==> config.mk <==
export PLATFORM = sky130hd
export DESIGN_NAME = mm63_cell
export DESIGN_NICKNAME = d
export VERILOG_FILES = /design/src/rtl/modular_multiply_63bit_unit_assert.svh /design/src/rtl/mm63_pkg.sv /design/src/rtl/mm63_cell.sv
export SDC_FILE = /design/constraint.sdc
export NUM_CORES = 1
export LEC_CHECK = 0
export BUFFER_PORTS_ARGS = -buffer_cell sky130_fd_sc_hd__clkbuf_2
export CAP_MARGIN = 20
export CORE_ASPECT_RATIO = 0.6
export CORE_MARGIN = 5
export CORE_UTILIZATION = 45
export CTS_CLUSTER_SIZE = 20
export DETAILED_ROUTE_END_ITERATION = 7
export GPL_TIMING_DRIVEN = 0
export PLACE_DENSITY = 0.71
export SLEW_MARGIN = 20
export SYNTH_ARGS = -nofsm -noshare
export SYNTH_HDL_FRONTEND = slang
export SYNTH_SLANG_ARGS = --single-unit
export TNS_END_PERCENT = 50
==> constraint.sdc <==
create_clock -name clock -period 6.8 [get_ports clock]
set_input_delay 0.34 -clock clock [delete_from_list [all_inputs] [get_ports clock]]
set_output_delay 0.34 -clock clock [all_outputs]
set_load 0.01 [all_outputs]
==> src/rtl/modular_multiply_63bit_unit_assert.svh <==
// ----------------------------------------------------------------------------
// Assertion macros for the modular multiplier
// Shared property forms, clocked on clock and disabled during reset.
// ----------------------------------------------------------------------------
`ifndef MODULAR_MULTIPLY_63BIT_UNIT_ASSERT_SVH
`define MODULAR_MULTIPLY_63BIT_UNIT_ASSERT_SVH

// Check that cons holds in the same cycle as ante
`define MM63_ASSERT_IMP(lbl, ante, cons) \
   lbl: assert property (@(posedge clock) disable iff (reset) (ante) |-> (cons)) \
      else $error("same-cycle check failed");

// Check that cons holds in the cycle after ante
`define MM63_ASSERT_NEXT(lbl, ante, cons) \
   lbl: assert property (@(posedge clock) disable iff (reset) (ante) |=> (cons)) \
      else $error("next-cycle check failed");

`endif

==> src/rtl/mm63_pkg.sv <==
// ----------------------------------------------------------------------------
// Modular multiplier package
// Widths, the word carried down the cell chain, and the cell kinds.
// ----------------------------------------------------------------------------
package mm63_pkg;

   localparam int OPERAND_BITS = 63;
   // reduce a, then a double and an add cell for each multiplier bit
   localparam int STAGE_COUNT  = 3 * OPERAND_BITS;

   typedef enum logic [1:0] {
      KIND_REDUCE,
      KIND_DOUBLE,
      KIND_ADD
   } cell_kind_type;

   typedef struct packed {
      logic [OPERAND_BITS-1:0] a;    // multiplicand bits still to shift in
      logic [OPERAND_BITS-1:0] b;    // multiplier bits still to consume
      logic [OPERAND_BITS-1:0] m;    // modulus
      logic [OPERAND_BITS-1:0] rem;  // partial, then final, a mod m
      logic [OPERAND_BITS-1:0] acc;  // running product mod m
   } chain_word_type;

   // Kind of the cell at a given place in the chain
   function automatic cell_kind_type stage_kind(int k);
      cell_kind_type kind;
      if (k < OPERAND_BITS) begin
         kind = KIND_REDUCE;
      end else if (((k - OPERAND_BITS) % 2) == 0) begin
         kind = KIND_DOUBLE;
      end else begin
         kind = KIND_ADD;
      end
      return kind;
   endfunction

endpackage

==> src/rtl/mm63_cell.sv <==
// ----------------------------------------------------------------------------
// Modular multiplier chain cell
// One modular add step (x + y + cin) mod m, registered, per chain position.
// ----------------------------------------------------------------------------
module mm63_cell (
   input  logic                    clock,
   input  logic                    reset,
   input  logic                    enable,
   input  mm63_pkg::cell_kind_type kind,
   input  logic                    in_valid,
   input  mm63_pkg::chain_word_type in_word,
   output logic                    out_valid,
   output mm63_pkg::chain_word_type out_word
);

   logic                              valid_ff;
   mm63_pkg::chain_word_type          word_ff;
   mm63_pkg::chain_word_type          word_in;
   logic [mm63_pkg::OPERAND_BITS-1:0] x;
   logic [mm63_pkg::OPERAND_BITS-1:0] y;
   logic                              cin;
   logic [mm63_pkg::OPERAND_BITS:0]   sum;
   logic [mm63_pkg::OPERAND_BITS:0]   reduced;

   // Pick operands for this cell's step
   always_comb begin
      x   = in_word.acc;
      y   = in_word.acc;
      cin = 1'b0;
      case (kind)
         mm63_pkg::KIND_REDUCE: begin
            x   = in_word.rem;
            y   = in_word.rem;
            cin = in_word.a[mm63_pkg::OPERAND_BITS-1];
         end
         mm63_pkg::KIND_DOUBLE: begin
            x = in_word.acc;
            y = in_word.acc;
         end
         mm63_pkg::KIND_ADD: begin
            x = in_word.acc;
            y = in_word.b[mm63_pkg::OPERAND_BITS-1] ? in_word.rem : '0;
         end
         default: begin
            x = in_word.acc;
            y = in_word.acc;
         end
      endcase
   end

   // Add, then subtract m once if the sum reached it
   always_comb begin
      sum     = {1'b0, x} + {1'b0, y} + {{mm63_pkg::OPERAND_BITS{1'b0}}, cin};
      reduced = (sum >= {1'b0, in_word.m}) ? (sum - {1'b0, in_word.m}) : sum;
   end

   // Update the field this cell owns and advance the consumed operand
   always_comb begin
      word_in = in_word;
      case (kind)
         mm63_pkg::KIND_REDUCE: begin
            word_in.rem = reduced[mm63_pkg::OPERAND_BITS-1:0];
            word_in.a   = {in_word.a[mm63_pkg::OPERAND_BITS-2:0], 1'b0};
         end
         mm63_pkg::KIND_DOUBLE: begin
            word_in.acc = reduced[mm63_pkg::OPERAND_BITS-1:0];
         end
         mm63_pkg::KIND_ADD: begin
            word_in.acc = reduced[mm63_pkg::OPERAND_BITS-1:0];
            word_in.b   = {in_word.b[mm63_pkg::OPERAND_BITS-2:0], 1'b0};
         end
         default: begin
            word_in = in_word;
         end
      endcase
   end

   // Hold while the chain is stalled
   always_ff @(posedge clock) begin
      if (reset) begin
         valid_ff <= 1'b0;
      end else if (enable) begin
         valid_ff <= in_valid;
      end
      if (enable) begin
         word_ff <= word_in;
      end
   end

   assign out_valid = valid_ff;
   assign out_word  = word_ff;

endmodule

==> reports/results.txt <==
Fin. max-slew vios: 0
Starting Density: 0.456
Final Hold Viols: 0
Root Driver: clkbuf_16
Routed WL: 93,000 um
H-tree levels: 2
Power Density: 318 nW/um^2
Fin nets: 3,443
Die area: 54,900 sq um
Number of placed I/O pins: 637
R2r setup slk: 6.15 ns
Tmin final: 6.73 ns
Setup crit start: kind[1]
Rows: 63
DIE WIDTH: 299 um
Setup CP Type: input port to register
First-pass GRT wire length: 133,000 um
Worst EP arrival: 6.99 ns
Fraction of layout cells with a size suffix above 1: 0.369
Largest delay contributor family on the critical path: compound AO/OA/AOI/OAI gates
Clock slew at reported path FFs: 0.06 ns
Setup Skew: 0 ns
Number of antenna violations at the first check in global routing: 12
WP buf/inv: 8
Vias: 22,200
Syn-to-layout area delta: 31.7%
Synth Flop Type: edfxtp_1
Yosys cell types: 79
Avg Inst Size Synth: 9.99 sq um
Final worst-path cycle share: 0.990
DP Wirelength: 74,600 um
Remaining DRCs: 0
IR drop worst, VDD: 0.000181 V
Pin count of the biggest net entering global routing: 97
Total global-route track usage: 0.317
Setup crit start kind: input port
Hold_ws: 0.0159 ns
Reg-to-reg critical path startpoint: out_valid
CTS Buf Count: 34
Worst path slowest cell: ha_2
CP Capture Point: out_word[52]
Wire per inst: 25.3 um
Worst R2R End: out_valid
GRT Residual Overflow: 0
Cell count after synthesis: 2,261
I/O Buffers: 636
Top-area cell type share of the netlist area: 0.419
Largest area contributor in the netlist: edfxtp_1
GPL Wtd Cong: 0.993
Post-Syn Nets: 2,713
Post-synth ARST share: 0
Drt first pass iters: 6
Filler instances: 4,221
Clk_lat worst skew: 0.53 ns
Post-route antenna net violation count: 0
MaxCap Viol Count: 0
Clock Sinks: 316
Area contributors post-synth: edfxtp_1, mux2_2, ha_1
CP max stage delay: 0.47 ns
Post-synthesis sequential area ratio: 0.420
Vias in the first global route: 21,200
Vias per inst: 6.02
Cell Area, Synth: 22,600 sq um
Worst slew margin: 0.321
R2R depth: 2
CP Data Required Time: 7.06 ns
Final Util: 0.601
1st-iter DRT viols: 2,154
Die height: 184 um
CTS tree: done
Synth warnings: 0
# setup viols final: 0
Status: complete, no violations
Core area: 49,500 sq um
Slew @ Worst Pin: 1.02 ns
Worst Hold Class: input port to register
Number of enable flip-flop cells after synthesis: 315
CP Max Fanout: 10
CTS max path bufs: 3
Max Freq: 149 MHz
Crit end category: register
Leak: 0.0126 uW
Cell depth of the worst setup path: 29
Seq cells post-synth: 316
[layout by cell type, fill, tap and decap left out, drive strengths merged, types with 51 or more instances in the layout]
| cell | netlist | layout |
|---|---|---|
| clkbuf | 111 | 760 |
| edfxtp | 315 | 315 |
| a21oi | 261 | 261 |
| nor2 | 221 | 221 |
| mux2 | 198 | 198 |
| nand2 | 145 | 145 |
| ha | 128 | 128 |
| inv | 104 | 107 |
| o21ai | 105 | 105 |
| a22o | 66 | 66 |
| xnor2 | 59 | 59 |
| mux2i | 55 | 55 |
| dlygate4sd3 | 0 | 53 |
| a21o | 51 | 51 |
[where the power goes]
group	internal (uW)	switching [uW]	total, uW
clock network	1070	828	1900
logic	1930	3050	4980
registers	2500	84.3	2590
[flip-flops by register name, indices dropped and copies added, names as in the netlist]
name       flops
out_word     315
out_valid      1
[kinds of logic after synthesis]
| group | after synthesis | synth area share |
|---|---|---|
| adders and majority gates | 131 | 0.0736 |
| DFF | 316 | 0.420 |
| AOI/OAI and AO/OA | 657 | 0.187 |
| buffers and inverters | 229 | 0.0407 |
| xor gates and xnor gates | 101 | 0.0392 |
| and+or+nand+nor | 574 | 0.116 |
| muxes | 253 | 0.123 |
[stage by stage]
stage	total power, uW	setup TNS [ns]	instance area [sq um]	instances	worst slack (ns)
after floorplan	5270	0	22600	2261	0.171
after global placement	6750	-366.51	26600	3547	-3.47
after detailed placement	6770	-368.31	26700	3551	-3.28
after CTS	9020	0	29000	3666	0.00354
after global routing	9890	-0.395	29700	3678	-0.0393
final	9460	0	29700	3679	0.0686
[Yosys cell counts (all sizes together), types with 35 or more instances]
cell	instances
edfxtp	315
a21oi	261
nor2	221
mux2	198
nand2	145
ha	128
clkbuf	111
o21ai	105
inv	104
a22o	66
xnor2	59
mux2i	55
a21o	51
nand4	44
xor2	42
nand3	35
nor3	35
[worst min path at each step]
stage                      start       endpoint  slack, ns  depth (start not counted)
floorplan                  reset      out_valid       0.41                          1
finish              in_word[143]  out_word[143]       0.02                          1
global placement       out_valid      out_valid       0.48                          2
detailed placement         reset      out_valid       0.51                          2
global route        in_word[129]  out_word[129]     0.0008                          1
CTS                 in_word[143]  out_word[143]    0.00009                          1
[metal layers]
| metal | vias up | GRT usage | wire, um |
|---|---|---|---|
| li1 | 10000 | - | - |
| met1 | 10700 | 0.452 | 39500 |
| met2 | 1275 | 0.489 | 41000 |
| met3 | 145 | 0.0693 | 9660 |
| met4 | 2 | 0.0972 | 2790 |
| met5 | - | 0 | 12 |
[repair_timing]
item / in CTS / in global routing
pin swaps: 13 / 21
setup buffers: 12 / 13
hold buffers: 52 / 1
endpoints found under the hold margin: 52 / 1
gates resized for setup: 148 / 139
setup endpoints to repair: 126 / 126
[area by class of cell]
cell class / instances / area (sq um) / area share
Antenna cell: 12 / 30.0 / 0.00101
Buffer: 100 / 584 / 0.0196
Clock buffer: 42 / 902 / 0.0303
Clock inverter: 20 / 211 / 0.00711
Inverter: 105 / 397 / 0.0133
Multi-Input combinational cell: 1716 / 13300 / 0.447
Sequential cell: 316 / 9480 / 0.319
Tap cell: 650 / 813 / 0.0273
Timing Repair Buffer: 718 / 4030 / 0.135
Note: power is estimated with default switching activity, not from simulation.
